[config.mk]
export PLATFORM = sky130hd
export DESIGN_NAME = sau_div
export DESIGN_NICKNAME = d
export VERILOG_FILES = /design/src/sv/sau_pkg.sv /design/src/sv/sau_div.sv
export SDC_FILE = /design/constraint.sdc
export NUM_CORES = 2
export LEC_CHECK = 0
export BUFFER_PORTS_ARGS = -buffer_cell sky130_fd_sc_hd__buf_2
export CAP_MARGIN = 10
export CORE_UTILIZATION = 29
export CTS_BUF_LIST = sky130_fd_sc_hd__clkbuf_8
export DETAILED_ROUTE_END_ITERATION = 10
export HOLD_SLACK_MARGIN = 0.08
export PLACE_DENSITY = 0.43
export SLEW_MARGIN = 15
export SYNTH_ARGS = -nofsm -noshare
export SYNTH_HDL_FRONTEND = slang
export SYNTH_SLANG_ARGS = --single-unit
[constraint.sdc]
create_clock -name i_clk -period 105.5 [get_ports i_clk]
set_input_delay 5.275 -clock i_clk [delete_from_list [all_inputs] [get_ports i_clk]]
set_output_delay 5.275 -clock i_clk [all_outputs]
set_load 0.05 [all_outputs]
[src/sv/sau_pkg.sv]
// Shared types and constants of the sigmoid activation unit
`default_nettype none

package sau_pkg;

    // Fixed-point format of operand and result
    localparam int DATA_W = 16;
    localparam int FRAC_W = 12;

    // Sigmoid result width: 0 .. 2^FRAC_W
    localparam int S_W = FRAC_W + 1;

    // Q60 word for the exponential, and width of the scaled product
    localparam int ACC_W = 61;
    localparam int Q_W   = 60;

    // Series terms past the 13th are zero for |x| <= 8 (y <= 0.25)
    localparam int TAYLOR_TERMS = 13;
    localparam int SQUARINGS    = 5;

    // Operation codes
    localparam logic [1:0] OP_SIGMOID   = 2'd0;
    localparam logic [1:0] OP_DERIV_IN  = 2'd1;
    localparam logic [1:0] OP_DERIV_OUT = 2'd2;
    localparam logic [1:0] OP_RESERVED  = 2'd3;

    // Saturation bounds
    localparam logic signed [DATA_W-1:0] VAL_MAX = {1'b0, {(DATA_W-1){1'b1}}};
    localparam logic signed [DATA_W-1:0] VAL_MIN = {1'b1, {(DATA_W-1){1'b0}}};

    typedef logic [ACC_W-1:0] t_q60;

    localparam t_q60 ONE_Q60 = {1'b1, {(ACC_W-1){1'b0}}};

    // Sideband that travels with each request through the pipeline
    typedef struct packed {
        logic                     valid;
        logic [1:0]               op;
        logic signed [DATA_W-1:0] x;
        logic                     last;
    } t_side;

endpackage

`default_nettype wire

[src/sv/sau_div.sv]
// Sigmoid quotient: restoring division, one quotient bit per stage
`default_nettype none

module sau_div (
    input  logic                    i_clk,
    input  logic                    i_rst_n,
    input  logic                    i_en,
    input  sau_pkg::t_side          i_side,
    input  sau_pkg::t_q60           i_e,
    output sau_pkg::t_side          o_side,
    output logic [sau_pkg::S_W-1:0] o_s
);

    localparam int SW    = sau_pkg::S_W;
    localparam int NUM_W = 55;
    localparam int DEN_W = 43;

    sau_pkg::t_side     r_side [0:SW];
    logic [NUM_W-1:0]   r_rem  [0:SW];
    logic [DEN_W-1:0]   r_den  [0:SW];
    logic [SW-1:0]      r_q    [0:SW];

    logic [40:0]        n_e40;
    logic [41:0]        n_d;
    logic [NUM_W-1:0]   n_num;

    // D = 2^40 + e40; numerator by sign of x, denominator 2D
    assign n_e40 = i_e[60:20];
    assign n_d   = {1'b0, n_e40} + (42'd1 << 40);
    assign n_num = i_side.x[sau_pkg::DATA_W-1]
                 ? (NUM_W'({n_e40, {(sau_pkg::FRAC_W+1){1'b0}}}) + NUM_W'(n_d))
                 : ((NUM_W'(1) << (41 + sau_pkg::FRAC_W)) + NUM_W'(n_d));

    always_ff @(posedge i_clk) begin
        if (!i_rst_n) begin
            r_side[0].valid <= 1'b0;
        end else if (i_en) begin
            r_side[0] <= i_side;
            r_rem[0]  <= n_num;
            r_den[0]  <= {n_d, 1'b0};
            r_q[0]    <= '0;
        end
    end

    for (genvar g = 0; g < SW; g++) begin : g_bit
        localparam int B = SW - 1 - g;

        logic [NUM_W:0] n_diff;

        assign n_diff = {1'b0, r_rem[g]} - ((NUM_W+1)'(r_den[g]) << B);

        always_ff @(posedge i_clk) begin
            if (!i_rst_n) begin
                r_side[g+1].valid <= 1'b0;
            end else if (i_en) begin
                r_side[g+1] <= r_side[g];
                r_den[g+1]  <= r_den[g];
                if (!n_diff[NUM_W]) begin
                    r_rem[g+1] <= n_diff[NUM_W-1:0];
                    r_q[g+1]   <= {r_q[g][SW-2:0], 1'b1};
                end else begin
                    r_rem[g+1] <= r_rem[g];
                    r_q[g+1]   <= {r_q[g][SW-2:0], 1'b0};
                end
            end
        end
    end

    assign o_side = r_side[SW];
    assign o_s    = r_q[SW];

endmodule

`default_nettype wire

==> results.sh <==
export IMPL_grt_pass1_wl_um=308000
export IMPL_clkSinkCount=1529
export IMPL_dr_total_vias=55900
export IMPL_start_util=0.292
export IMPL_cts_repair_resize_count=0
export IMPL_ys_seq_area_frac=0.540
export IMPL_final_core_util=0.327
export IMPL_gp_congestion=0.830
export IMPL_fp_coreArea_um2=291000
export IMPL_post_route_period_util=0.0903
export IMPL_cts_setup_buffers=0
export IMPL_yosysMostFrequentCell="edfxtp_1"
export IMPL_clkLatencyLatePin_ns=1.00
export IMPL_min_path_type="flip-flop to flip-flop"
export IMPL_arrival_ns=10.11
export IMPL_finalWirelength_um=194000
export IMPL_ys_flop_type="edfxtp_1"
export IMPL_cts_buffer_depth=4
export IMPL_fin_setup_tns_ns=0
export IMPL_routedWlPerCell_um=16.2
export IMPL_finalInstanceArea_um2=95400
export IMPL_drt_iter0_drc=2767
export IMPL_worst_r2r_path_depth=14
export IMPL_fill_cells=29600
export IMPL_clk_pin_slew_ns=0.06
export IMPL_rrSetupSlack_ns=100.25
export IMPL_ys_top_cells_by_area="edfxtp_1 54%, ha_1 8.4%, a21oi_1 4.2%"
export IMPL_avgSynthCellArea_um2=11.0
export IMPL_worstSetupPathType="primary input to flip-flop"
export IMPL_grt_util_all_layers=0.129
export IMPL_yosysWarnings=0
export IMPL_tightest_slew_ns=0.984
export IMPL_crit_path_end_kind="flip-flop"
export IMPL_syn_instance_count=7728
export IMPL_r2r_end="r_rem[3][52]"
export IMPL_drc=0
export IMPL_skew_ns=0.0592
export IMPL_synth_top_area_frac=0.539
export IMPL_final_nets=8562
export IMPL_crit_required_ns=106.08
export IMPL_die_x_um=543
export IMPL_cts_root_buf="clkbuf_8"
export IMPL_timing_rr_start="r_rem[2][63]"
export IMPL_p_leak_nw=37.5
export IMPL_boundaryPins=117
export IMPL_cts_tree="built"
export IMPL_cts_buffers=298
export IMPL_setup_viol=0
export IMPL_peakVddDrop_mv=0.00737
export IMPL_viasPerCell=4.65
export IMPL_yosysUniqueCellTypes=85
export IMPL_slew_violations=0
export IMPL_critPathMaxFanout=139
export IMPL_syn_num_nets=8399
export IMPL_die_h_um=543
export IMPL_dpl_hpwl_um=145000
export IMPL_syn_to_final_growth_pct=12.2
export IMPL_grt_ovfl_total=0
export IMPL_hp_start="r_side[0][30]"
export IMPL_die_area_um2=295000
export IMPL_critPathLaunchType="primary input"
export IMPL_synth_commonest_cells="1527 x edfxtp_1, 705 x a21oi_1, 702 x inv_1, 630 x nand2_1, 574 x ha_1"
export IMPL_outcome="complete, no violations"
export IMPL_hold_viol_final=0
export IMPL_antenna_found_initial=2
export IMPL_postCtsHoldBufs=0
export IMPL_rsz0062_at_grt="false"
export IMPL_ant_nets=0
export IMPL_cts_max_level=5
export IMPL_syn_cell_area_um2=85000
export IMPL_drive_above_1_share=0.0841
export IMPL_dpl_cell_area_um2=89600
export IMPL_relSlewSlack=0.344
export IMPL_ys_seq_elements=1529
export IMPL_synth_edf_count=1527
export IMPL_async_reset_ff_frac=0
export IMPL_grt_max_degree=149
export IMPL_port_buffers=96
export IMPL_grt_pass1_vias=57900
export IMPL_worst_hold_path_endpoint="r_side[0][50]"
export IMPL_dr_pass1_iters=5
export IMPL_fmax_mhz=105
export IMPL_p_per_area_nw_per_um2=17.2
export IMPL_synth_largest_area_cell="edfxtp_1"
export IMPL_drv_cap=0
export IMPL_min_path_cells=0
export IMPL_rows=198
export IMPL_min_period_ns=9.53
==> critical path: stages <==
cell,delay (ns)
buf_2,0.31
nand2_1,0.10
buf_4,0.26
inv_8,0.46
buf_4,0.52
buf_12,0.54
buf_4,0.71
buf_4,0.75
buf_4,0.81
==> stage by stage <==
stage | cells | power, mW | hold slack, ns | setup slack [ns]
after floorplan | 7728 | 1.02 | 0.400 | 67.69
after global placement | 11500 | 1.07 | 0.400 | 94.98
after detailed placement | 11500 | 1.07 | 0.405 | 94.86
after CTS | 12000 | 1.68 | 0.386 | 95.98
after global routing | 12000 | 1.74 | 0.387 | 95.54
final | 12000 | 1.64 | 0.384 | 95.97
==> where the power goes <==
| group | total [mW] | switching, mW | internal (mW) |
|---|---|---|---|
| sequential | 0.748 | 0.0216 | 0.726 |
| combinational | 0.308 | 0.182 | 0.126 |
| clock | 0.583 | 0.262 | 0.322 |
==> metal layers <==
metal,GRT usage,up-vias,share of wire
li1,-,28600,-
met1,0.151,25900,0.44
met2,0.226,962,0.48
met3,0.0236,454,0.037
met4,0.0611,0,0.045
met5,0,-,0
==> sequential cells by signal, summed over array words and instances, names as in the netlist <==
register	flops
r_den	455
r_q	91
r_rem	703
r_side	280
==> logic make-up after synthesis <==
logic type | Yosys count | synth area share
and+or+nand+nor | 1807 | 0.0996
DFF | 1529 | 0.540
muxes | 97 | 0.0132
buffers and inverters | 982 | 0.0455
AOI/OAI and AO/OA | 2175 | 0.158
adders and majority gates | 587 | 0.0876
xor gates and xnor gates | 551 | 0.0568
==> how the worst max path moves through the flow <==
stage | from | endpoint
after floorplan | i_en | r_rem[2][14]
after global placement | i_en | r_den[12][3]
after detailed placement | i_en | r_den[12][1]
after CTS | i_en | r_rem[6][1]
after global routing | i_en | r_rem[6][1]
final | i_en | r_rem[6][1]
==> cell usage in the layout (no fill, tap or decap), drive strengths merged, types with 77 or more instances in the layout <==
cell / n
o21ai: 575
buf: 141
nand2: 630
nand4: 116
mux2: 90
a21o: 334
nor2b: 82
nand3: 94
inv: 799
o21bai: 95
xor2: 258
nor3: 81
edfxtp: 1527
nand2b: 77
xnor2: 293
clkinv: 100
a21oi: 705
clkbuf: 305
nor2: 475
ha: 574
==> final cells by class <==
| type | count | area (um2) | area share |
|---|---|---|---|
| tap | 3900 | 4880 | 0.0511 |
| multi-input combinational | 5217 | 35300 | 0.370 |
| antenna | 6 | 15.0 | 0.000157 |
| timing repair buffer | 141 | 856 | 0.00897 |
| inverter | 704 | 2650 | 0.0278 |
| clock buffer | 305 | 4200 | 0.0440 |
| sequential | 1529 | 45900 | 0.481 |
| clock inverter | 221 | 1590 | 0.0167 |
Power figures use the tool's default switching activity.
