**config.mk**
```make
export PLATFORM = sky130hd
export DESIGN_NAME = sau_post
export DESIGN_NICKNAME = d
export VERILOG_FILES = /design/src/sv/sau_pkg.sv /design/src/sv/sau_post.sv
export SDC_FILE = /design/constraint.sdc
export NUM_CORES = 1
export LEC_CHECK = 0
export BUFFER_PORTS_ARGS = -buffer_cell sky130_fd_sc_hd__buf_2
export CORE_AREA = 2 2 206 208
export CTS_CLUSTER_DIAMETER = 120
export DETAILED_ROUTE_END_ITERATION = 10
export DIE_AREA = 0 0 208 210
export HOLD_SLACK_MARGIN = 0.12
export PLACE_DENSITY = 0.55
export SYNTH_ARGS = -nofsm -noshare
export SYNTH_HDL_FRONTEND = slang
export SYNTH_SLANG_ARGS = --single-unit
```
**constraint.sdc**
```tcl
create_clock -name i_clk -period 23.9 [get_ports i_clk]
set_input_delay 4.78 -clock i_clk [delete_from_list [all_inputs] [get_ports i_clk]]
set_output_delay 4.78 -clock i_clk [all_outputs]
set_load 0.005 [all_outputs]
```
**src/sv/sau_pkg.sv**
```systemverilog
// Shared types and constants of the sigmoid activation unit
`default_nettype none

package sau_pkg;

    // Fixed-point format of operand and result
    localparam int DATA_W = 16;
    localparam int FRAC_W = 12;

    // Sigmoid result width: 0 .. 2^FRAC_W
    localparam int S_W = FRAC_W + 1;

    // Q60 word for the exponential, and width of the scaled product
    localparam int ACC_W = 61;
    localparam int Q_W   = 60;

    // Series terms past the 13th are zero for |x| <= 8 (y <= 0.25)
    localparam int TAYLOR_TERMS = 13;
    localparam int SQUARINGS    = 5;

    // Operation codes
    localparam logic [1:0] OP_SIGMOID   = 2'd0;
    localparam logic [1:0] OP_DERIV_IN  = 2'd1;
    localparam logic [1:0] OP_DERIV_OUT = 2'd2;
    localparam logic [1:0] OP_RESERVED  = 2'd3;

    // Saturation bounds
    localparam logic signed [DATA_W-1:0] VAL_MAX = {1'b0, {(DATA_W-1){1'b1}}};
    localparam logic signed [DATA_W-1:0] VAL_MIN = {1'b1, {(DATA_W-1){1'b0}}};

    typedef logic [ACC_W-1:0] t_q60;

    localparam t_q60 ONE_Q60 = {1'b1, {(ACC_W-1){1'b0}}};

    // Sideband that travels with each request through the pipeline
    typedef struct packed {
        logic                     valid;
        logic [1:0]               op;
        logic signed [DATA_W-1:0] x;
        logic                     last;
    } t_side;

endpackage

`default_nettype wire

```
**src/sv/sau_post.sv**
```systemverilog
// Derivative product, rounding, saturation and the output register
`default_nettype none

module sau_post (
    input  logic                           i_clk,
    input  logic                           i_rst_n,
    input  logic                           i_en,
    input  sau_pkg::t_side                 i_side,
    input  logic [sau_pkg::S_W-1:0]        i_s,
    output logic                           o_valid,
    output logic signed [sau_pkg::DATA_W-1:0] o_value,
    output logic                           o_saturated,
    output logic                           o_last_out
);

    localparam int AW = sau_pkg::DATA_W + 1;
    localparam int BW = sau_pkg::DATA_W + 2;
    localparam int PW = AW + BW;
    localparam int RW = PW - sau_pkg::FRAC_W;

    sau_pkg::t_side              r_side;
    logic [sau_pkg::S_W-1:0]     r_s;
    logic signed [PW-1:0]        r_p;

    logic                           r_out_valid;
    logic signed [sau_pkg::DATA_W-1:0] r_out_value;
    logic                           r_out_sat;
    logic                           r_out_last;

    logic signed [AW-1:0]        n_a;
    logic signed [BW-1:0]        n_b;
    logic signed [PW-1:0]        n_p;
    logic signed [PW-1:0]        n_rnd;
    logic signed [RW-1:0]        n_r;
    logic signed [sau_pkg::DATA_W-1:0] n_value;
    logic                           n_sat;

    // a * (1 - a), with a the sigmoid or the operand itself
    always_comb begin
        if (i_side.op == sau_pkg::OP_DERIV_IN) begin
            n_a = $signed(AW'(i_s));
        end else begin
            n_a = AW'($signed(i_side.x));
        end
        n_b = (BW'(1) <<< sau_pkg::FRAC_W) - BW'(n_a);
        n_p = PW'(n_a) * PW'(n_b);
    end

    always_ff @(posedge i_clk) begin
        if (!i_rst_n) begin
            r_side.valid <= 1'b0;
        end else if (i_en) begin
            r_side <= i_side;
            r_s    <= i_s;
            r_p    <= n_p;
        end
    end

    // Round to nearest (ties up), saturate, select by operation
    always_comb begin
        n_rnd   = r_p + (PW'(1) <<< (sau_pkg::FRAC_W - 1));
        n_r     = $signed(n_rnd[PW-1:sau_pkg::FRAC_W]);
        n_value = '0;
        n_sat   = 1'b0;
        case (r_side.op)
            sau_pkg::OP_SIGMOID: begin
                n_value = sau_pkg::DATA_W'(r_s);
            end
            sau_pkg::OP_DERIV_IN, sau_pkg::OP_DERIV_OUT: begin
                if (n_r > RW'(sau_pkg::VAL_MAX)) begin
                    n_value = sau_pkg::VAL_MAX;
                    n_sat   = 1'b1;
                end else if (n_r < RW'(sau_pkg::VAL_MIN)) begin
                    n_value = sau_pkg::VAL_MIN;
                    n_sat   = 1'b1;
                end else begin
                    n_value = n_r[sau_pkg::DATA_W-1:0];
                end
            end
            default: begin
                n_value = '0;
                n_sat   = 1'b0;
            end
        endcase
    end

    always_ff @(posedge i_clk) begin
        if (!i_rst_n) begin
            r_out_valid <= 1'b0;
        end else if (i_en) begin
            r_out_valid <= r_side.valid;
        end
    end

    always_ff @(posedge i_clk) begin
        if (i_en) begin
            r_out_value <= n_value;
            r_out_sat   <= n_sat;
            r_out_last  <= r_side.last;
        end
    end

    assign o_valid     = r_out_valid;
    assign o_value     = r_out_value;
    assign o_saturated = r_out_sat;
    assign o_last_out  = r_out_last;

endmodule

`default_nettype wire

```
==> qor.csv, run 1 <==
metric,value,unit
r2r-start,r_p[20],
cts_sinks,60,
rr_endpoint,o_value[7],
synth.ff_latch_count,60,
ys_async_sr_fraction,0,%
dp_hpwl,30820,um
synth_warnings,0,
wl_per_cell,17.59,um
hold_viol,0,
die_area,43680,um2
cts_setup_buffers,0,
core,41480,um2
fmax,70.05,MHz
min_delay_path_depth,0,
setup_viol,0,
ios,55,
min_to,o_last_out,
cap_violations,0,
initial_core_util,34.54,%
insertedDiodeCount,0,
path_clk_slew,50,ps
hp-start,r_side[0],
tightest_slew,1056,ps
end_kind,register,
cpPeakStageDelay,750,ps
dieWidth,208,um
drt_iter0_markers,579,
post-place-ws,9378,ps
drive_gt1_share,7.198,%
ant_nets,0,
avgSynthCellArea,9.500,um2
cts.path.max_buffers,2,
gp_congestion,0.8754,
io_buffer_count,54,
ys_seq_area_share,12.44,%
ys_types,64,
fin_crit_sh,59.73,%
period_needed,14280,ps
root_buffer,clkbuf_16,
hp-class,reg -> reg,
cp_max_fo,15,
layout_setup_ws,9624,ps
cts_buffers,9,
ctsResizeCount,0,
drc,0,
arrival,14360,ps
timing.hold.ws,444.1,ps
fin_area,15470,um2
vias,10140,
syn-cell-area,14330,um2
rows,75,
fp.dieH,210,um
insertion_delay,330,ps
cp.required,23980,ps
critPathLaunchType,primary input,
worstSetupPathType,in -> reg,
viasPerCell,4.872,
finalNetCount,1981,
crit_slowest_cell,nor2b_2,
grt_pass1_wl,60200,um
slew_headroom,29.48,%
rsz0062_at_grt,no,
rr_worst_depth,6,
synth_edf_count,58,
post_dp_cell_area,15180,um2
antenna_found_initial,0,
routed_wl,36600,um
fin_setup_tns,0,ps
reg2reg_slack,20710,ps
ctsHoldBuffers,0,
grt_pass1_vias,11230,
cp-startpoint,i_side[17],
firstDrtPassIters,5,
synthCells,1508,
h-tree-depth,3,
clock-skew-final,4.551,ps
status,"finished, final reports clean",
area_growth,7.991,%
grt_use_total,17.75,%
syn_nets,1952,
grt-ovfl-total,0,
cts_tree,built,
grt_max_degree,41,
synth_flop_cell,edfxtp_1,
slew_violations,0,
==> cell usage in the layout, fill, tap and decap left out, types with 8 or more instances in the layout <==
| master | n |
|---|---|
| inv_1 | 387 |
| fa_1 | 304 |
| nor2_1 | 162 |
| ha_1 | 104 |
| nand2b_1 | 88 |
| nand2_1 | 67 |
| edfxtp_1 | 58 |
| buf_2 | 54 |
| xnor2_1 | 35 |
| a21oi_1 | 28 |
| o211ai_1 | 19 |
| o21ai_0 | 18 |
| xor2_1 | 18 |
| and3_1 | 17 |
| nand3_1 | 16 |
| or2_2 | 14 |
| buf_4 | 12 |
| mux2i_1 | 11 |
| nor2b_1 | 11 |
| nand4_1 | 10 |
| clkbuf_16 | 9 |
| nor3_1 | 8 |
| and2_1 | 8 |
==> synthesized netlist by cell type, drive strengths merged, types with 14 or more instances <==
library cell	instances	area, um2
ha	104	1301
edfxtp	58	1742
clkbuf	39	146.4
fa	304	6086
and3	17	106.4
nand2b	88	550.5
or2	14	87.58
nand2	67	251.5
a21oi	29	156.4
o21ai	19	95.09
inv	390	1464
mux2i	16	188.9
o211ai	19	142.6
xor2	19	173.9
xnor2	36	322.8
nor2	162	608.1
nand3	16	80.08
==> worst max-delay path, delay by kind of cell <==
family,cells,cell delay [ps]
fa+ha+maj,7,3460
simple gates,7,2100
compound gates,5,1710
mux,1,500
xor+xnor,3,990
buf+inv,6,780
==> how the worst max path moves through the flow <==
stage               to  slack (ps)
3_5_place_dp   r_p[32]        9380
6_report       r_p[32]        9620
5_1_grt        r_p[32]        8810
2_1_floorplan  r_p[32]       11130
4_1_cts        r_p[32]        9710
3_3_place_gp   r_p[32]        9840
==> layer usage <==
layer  vias up  wire length [um]  global-route usage, %
li1       4580                 -                      -
met1      5198             15600                  23.31
met2       295             17720                  30.42
met3        65              1721                  1.788
met4         0              1553                  6.774
met5         -                 0                      0
==> state kept, by name, summed over array words and instances (netlist names) <==
name / count
r_side: 4
r_s: 13
o_last_out: 1
o_saturated: 1
o_valid: 1
r_p: 24
o_value: 16
==> final cells by class <==
type / instances / area (um2)
fill: 4265 / 26010
multi-input combinational: 1008 / 10890
sequential: 60 / 1782
inverter: 392 / 1471
tap: 539 / 674.4
timing repair buffer: 66 / 360.3
clock buffer: 10 / 229.0
clock inverter: 6 / 65.06
==> cells by family (layout without fill, tap and decap cells) <==
kind of cell               count (synthesis)  after routing  share of synthesized area [%]
buffers and inverters                    440            474                          11.63
AOI/OAI and AO/OA                        103            103                          4.777
muxes                                     17             17                          1.397
DFF                                       60             60                          12.44
and+or+nand+nor                          422            422                          14.52
adders and majority gates                411            411                          51.77
xor gates and xnor gates                  55             55                          3.467
==> per-stage QoR <==
step,cells,utilization (%)
after floorplan,1508,-
final,2081,37.30
after global routing,2081,37.30
after detailed placement,2065,36.59
after CTS,2081,37.30
after global placement,2065,36.59
Power of run 1 is left out: the tool's default activity adds up to more than one toggle a clock period on the data nets, which glitch-free logic cannot reach.
==> inputs of run 2 (changes only) <==
--- a/config.mk
+++ b/config.mk
@@ -11,7 +11,7 @@
 export DETAILED_ROUTE_END_ITERATION = 10
 export DIE_AREA = 0 0 208 210
 export HOLD_SLACK_MARGIN = 0.12
-export PLACE_DENSITY = 0.55
+export PLACE_DENSITY = 0.56
 export SYNTH_ARGS = -nofsm -noshare
 export SYNTH_HDL_FRONTEND = slang
 export SYNTH_SLANG_ARGS = --single-unit
==> constraint.sdc (replaced) <==
create_clock -name i_clk -period 11.79 [get_ports i_clk]
set_input_delay 2.358 -clock i_clk [delete_from_list [all_inputs] [get_ports i_clk]]
set_output_delay 2.358 -clock i_clk [all_outputs]
set_load 0.005 [all_outputs]
==> run 2 against run 1 <==
Count of clock-buffer cells in the layout rose by 1; flip-flop and latch count stayed put; non-clock buffer count up 13; first-iteration DRC count down 15%; clock skew rose by 2.0 ps; sequential share of layout area fell by 0.10 points; global-route usage barely moved; worst hold slack worse by 19 ps; design area increased by 0.88%; critical path type unchanged; critical endpoint is now r_p[23].
==> qor.csv, run 2 (same netlist as run 1, synthesis figures left out) <==
metric,value,unit
path_clk_slew,50,ps
critPathLaunchType,primary input,
met1_usage,23.49,%
status,"finished, final reports clean",
largest_register,r_p,
rr_worst_depth,6,
h-tree-depth,3,
grt_util_met3,2.205,%
gr-max-usage-layer,met2,
clock-skew-final,6.554,ps
cpPeakStageDelay,550,ps
fmax,90.88,MHz
setup_viol,0,
viasPerCell,4.798,
fp.dieH,210,um
cts_setup_buffers,0,
core,41480,um2
antenna_found_initial,1,
multi_input_area,10890,um2
cap_violations,0,
slew_violations,0,
io_buffer_count,54,
hold_viol,0,
ant_nets,0,
worstSetupPathType,in -> reg,
drt_iter0_markers,493,
cts_buffers,9,
end_kind,register,
grt_max_degree,41,
cts_tree,built,
wl_per_cell,17.69,um
insertion_delay,330,ps
cts_sinks,60,
cts.path.max_buffers,2,
finalNetCount,1994,
met2_usage,30.90,%
routed_wl,37040,um
final_common_cell,inv_1,
drive_gt1_share,7.910,%
grt_pass1_wl,60090,um
path_buf_inv,7,
crit_cells,29,
drc,0,
root_buffer,clkbuf_16,
slew_headroom,20.57,%
vias,10050,
period_needed,11000,ps
gp_congestion,0.8332,
cp_max_fo,31,
rows,75,
hp-class,reg -> reg,
grt_pass1_vias,10950,
critical_path.most_common_cell,fa_1,
crit_end,r_p[23],
ctsHoldBuffers,0,
path_delay_family,adder cells,
insertedDiodeCount,0,
crit_slowest_cell,fa_1,
dieWidth,208,um
r2r-start,r_p[20],
cp-startpoint,i_side[18],
layout_common_cells,"387 x inv_1, 304 x fa_1, 162 x nor2_1",
rr_endpoint,o_value[11],
die_area,43680,um2
largest_register_ffs,24,
dp_hpwl,31080,um
seqCellArea,1782,um2
fin_crit_sh,93.33,%
initial_core_util,34.54,%
fin_setup_tns,0,ps
rsz0062_at_grt,no,
tightest_slew,1189,ps
nFillCells,4236,
grt_use_total,17.72,%
ios,55,
arrival,11050,ps
cp.required,11830,ps
reg2reg_slack,8380,ps
ctsResizeCount,0,
firstDrtPassIters,5,
grt-ovfl-total,0,
area_growth,8.943,%
run 2: through the flow:
stage / util [%] / setup slack [ps] / instance area, um2 / cells / hold WS [ps]
global placement: 36.83 / 475.5 / 15270 / 2078 / 418.3
global route: 37.63 / 144.2 / 15610 / 2094 / 433.4
detailed placement: 36.83 / 447.8 / 15270 / 2078 / 411.8
CTS: 37.63 / 771.8 / 15610 / 2094 / 424.4
floorplan: - / 1442 / 14330 / 1508 / 400.3
finish: 37.63 / 786.7 / 15610 / 2094 / 425.0
run 2: worst min-delay path by stage:
stage | start | endpoint | slack, ps | depth (start not counted)
CTS | r_side[0] | o_last_out | 420 | 0
floorplan | r_side[0] | o_last_out | 400 | 0
finish | r_side[0] | o_last_out | 420 | 0
global placement | r_side[0] | o_last_out | 420 | 0
global route | r_side[0] | o_last_out | 430 | 0
detailed placement | r_side[0] | o_last_out | 410 | 0
run 2: area by class of cell:
type	count	share of cell area, %
Multi-Input combinational cell	1008	69.77
Sequential cell	60	11.42
Inverter	392	9.428
Tap cell	539	4.321
Timing Repair Buffer	79	2.934
Clock buffer	11	1.491
Clock inverter	5	0.6413
run 2: per-layer routing:
layer / vias to the layer above / routed length [um]
met1: 5167 / 16120
met3: 45 / 1696
met2: 222 / 18370
li1: 4614 / -
met4: 0 / 847
met5: - / 0
Power of run 2 is left out for the same reason.
==> inputs of run 3 (changes only) <==
--- a/config.mk
+++ b/config.mk
@@ -12,6 +12,7 @@
 export DIE_AREA = 0 0 208 210
 export HOLD_SLACK_MARGIN = 0.12
 export PLACE_DENSITY = 0.56
+export REMOVE_ABC_BUFFERS = 1
 export SYNTH_ARGS = -nofsm -noshare
 export SYNTH_HDL_FRONTEND = slang
 export SYNTH_SLANG_ARGS = --single-unit
==> run 3 against run 2 <==
Critical path depth up 3; count of clock-buffer cells in the layout down 1; register-to-register slack gained 520 ps; wire length hardly changed; die area unchanged; fmax is 1.2% lower; worst hold slack barely moved; design area down 0.10%; flip-flop and latch count is the same; critical path type unchanged.
==> qor.csv, run 3 (same netlist as run 1, synthesis figures left out) <==
metric,value,unit
root_buffer,clkbuf_16,
end_kind,register,
hold_viol,0,
status,"finished, final reports clean",
cap_violations,0,
seqCellArea,1782,um2
core,41480,um2
grt-ovfl-total,0,
wl_per_cell,17.65,um
vias,10120,
tightest_slew,966.9,ps
drive_gt1_share,8.082,%
layout_common_cells,"387 x inv_1, 304 x fa_1, 162 x nor2_1",
grt_max_degree,41,
clock-skew-final,6.486,ps
path_clk_slew,50,ps
insertedDiodeCount,0,
fmax,89.81,MHz
antenna_found_initial,0,
io_buffer_count,54,
drc,0,
cpPeakStageDelay,570,ps
multi_input_area,10880,um2
slew_violations,0,
die_area,43680,um2
crit_slowest_cell,a311oi_1,
h-tree-depth,3,
final_common_cell,inv_1,
path_delay_family,adder cells,
nFillCells,4241,
largest_register,r_p,
critPathLaunchType,primary input,
path_buf_inv,10,
viasPerCell,4.821,
grt_pass1_wl,60800,um
dp_hpwl,31010,um
fp.dieH,210,um
cts.path.max_buffers,2,
fin_crit_sh,94.44,%
cts_sinks,60,
cts_buffers,9,
hp-class,reg -> reg,
rsz0062_at_grt,no,
layout_setup_ws,655.9,ps
fin_setup_tns,0,ps
ctsResizeCount,0,
firstDrtPassIters,5,
grt_pass1_vias,11100,
area_growth,8.830,%
ant_nets,0,
worstSetupPathType,in -> reg,
cts_setup_buffers,0,
min_delay_path_depth,0,
rr_worst_depth,6,
crit_cells,32,
slew_headroom,35.54,%
drt_iter0_markers,661,
largest_register_ffs,24,
grt_use_total,17.79,%
period_needed,11130,ps
arrival,11210,ps
dieWidth,208,um
ctsHoldBuffers,0,
post-place-ws,423.3,ps
initial_core_util,34.54,%
cp.required,11860,ps
finalNetCount,1998,
cp_max_fo,16,
gp_congestion,0.8691,
setup_viol,0,
insertion_delay,320,ps
rows,75,
cts_tree,built,
ios,55,
routed_wl,37030,um
==> run 3: layout make-up <==
| cell class | count | area share [%] |
|---|---|---|
| timing repair buffer | 83 | 3.130 |
| clock inverter | 6 | 0.4093 |
| clock buffer | 10 | 1.469 |
| multi-input combinational | 1008 | 69.80 |
| tap | 539 | 4.325 |
| inverter | 392 | 9.437 |
| sequential | 60 | 11.43 |
==> run 3: stage by stage <==
stage	hold slack, ps	instances	util [%]	instance area (um2)
after global routing	450.8	2098	37.59	15590
final	424.6	2098	37.59	15590
after detailed placement	418.5	2082	36.88	15300
after global placement	407.6	2082	36.88	15300
after CTS	431.3	2098	37.59	15590
after floorplan	400.3	1460	-	14130
==> run 3: final timing paths <==
check,end,from,slack (ps)
worst max-delay path,r_p[32],i_side[18],660
worst min-delay path,o_last_out,r_side[0],420
worst max register to register,o_value[5],r_p[20],8900
worst min register to register,o_last_out,r_side[0],420
==> run 3: layer usage <==
metal	GRT usage (%)	up-vias	part of all wire, %
met5	0	-	0
met4	4.060	0	1.7
met3	2.488	33	4.2
met2	30.82	238	49
met1	23.70	5225	45
li1	-	4619	-
Power of run 3 is left out for the same reason.
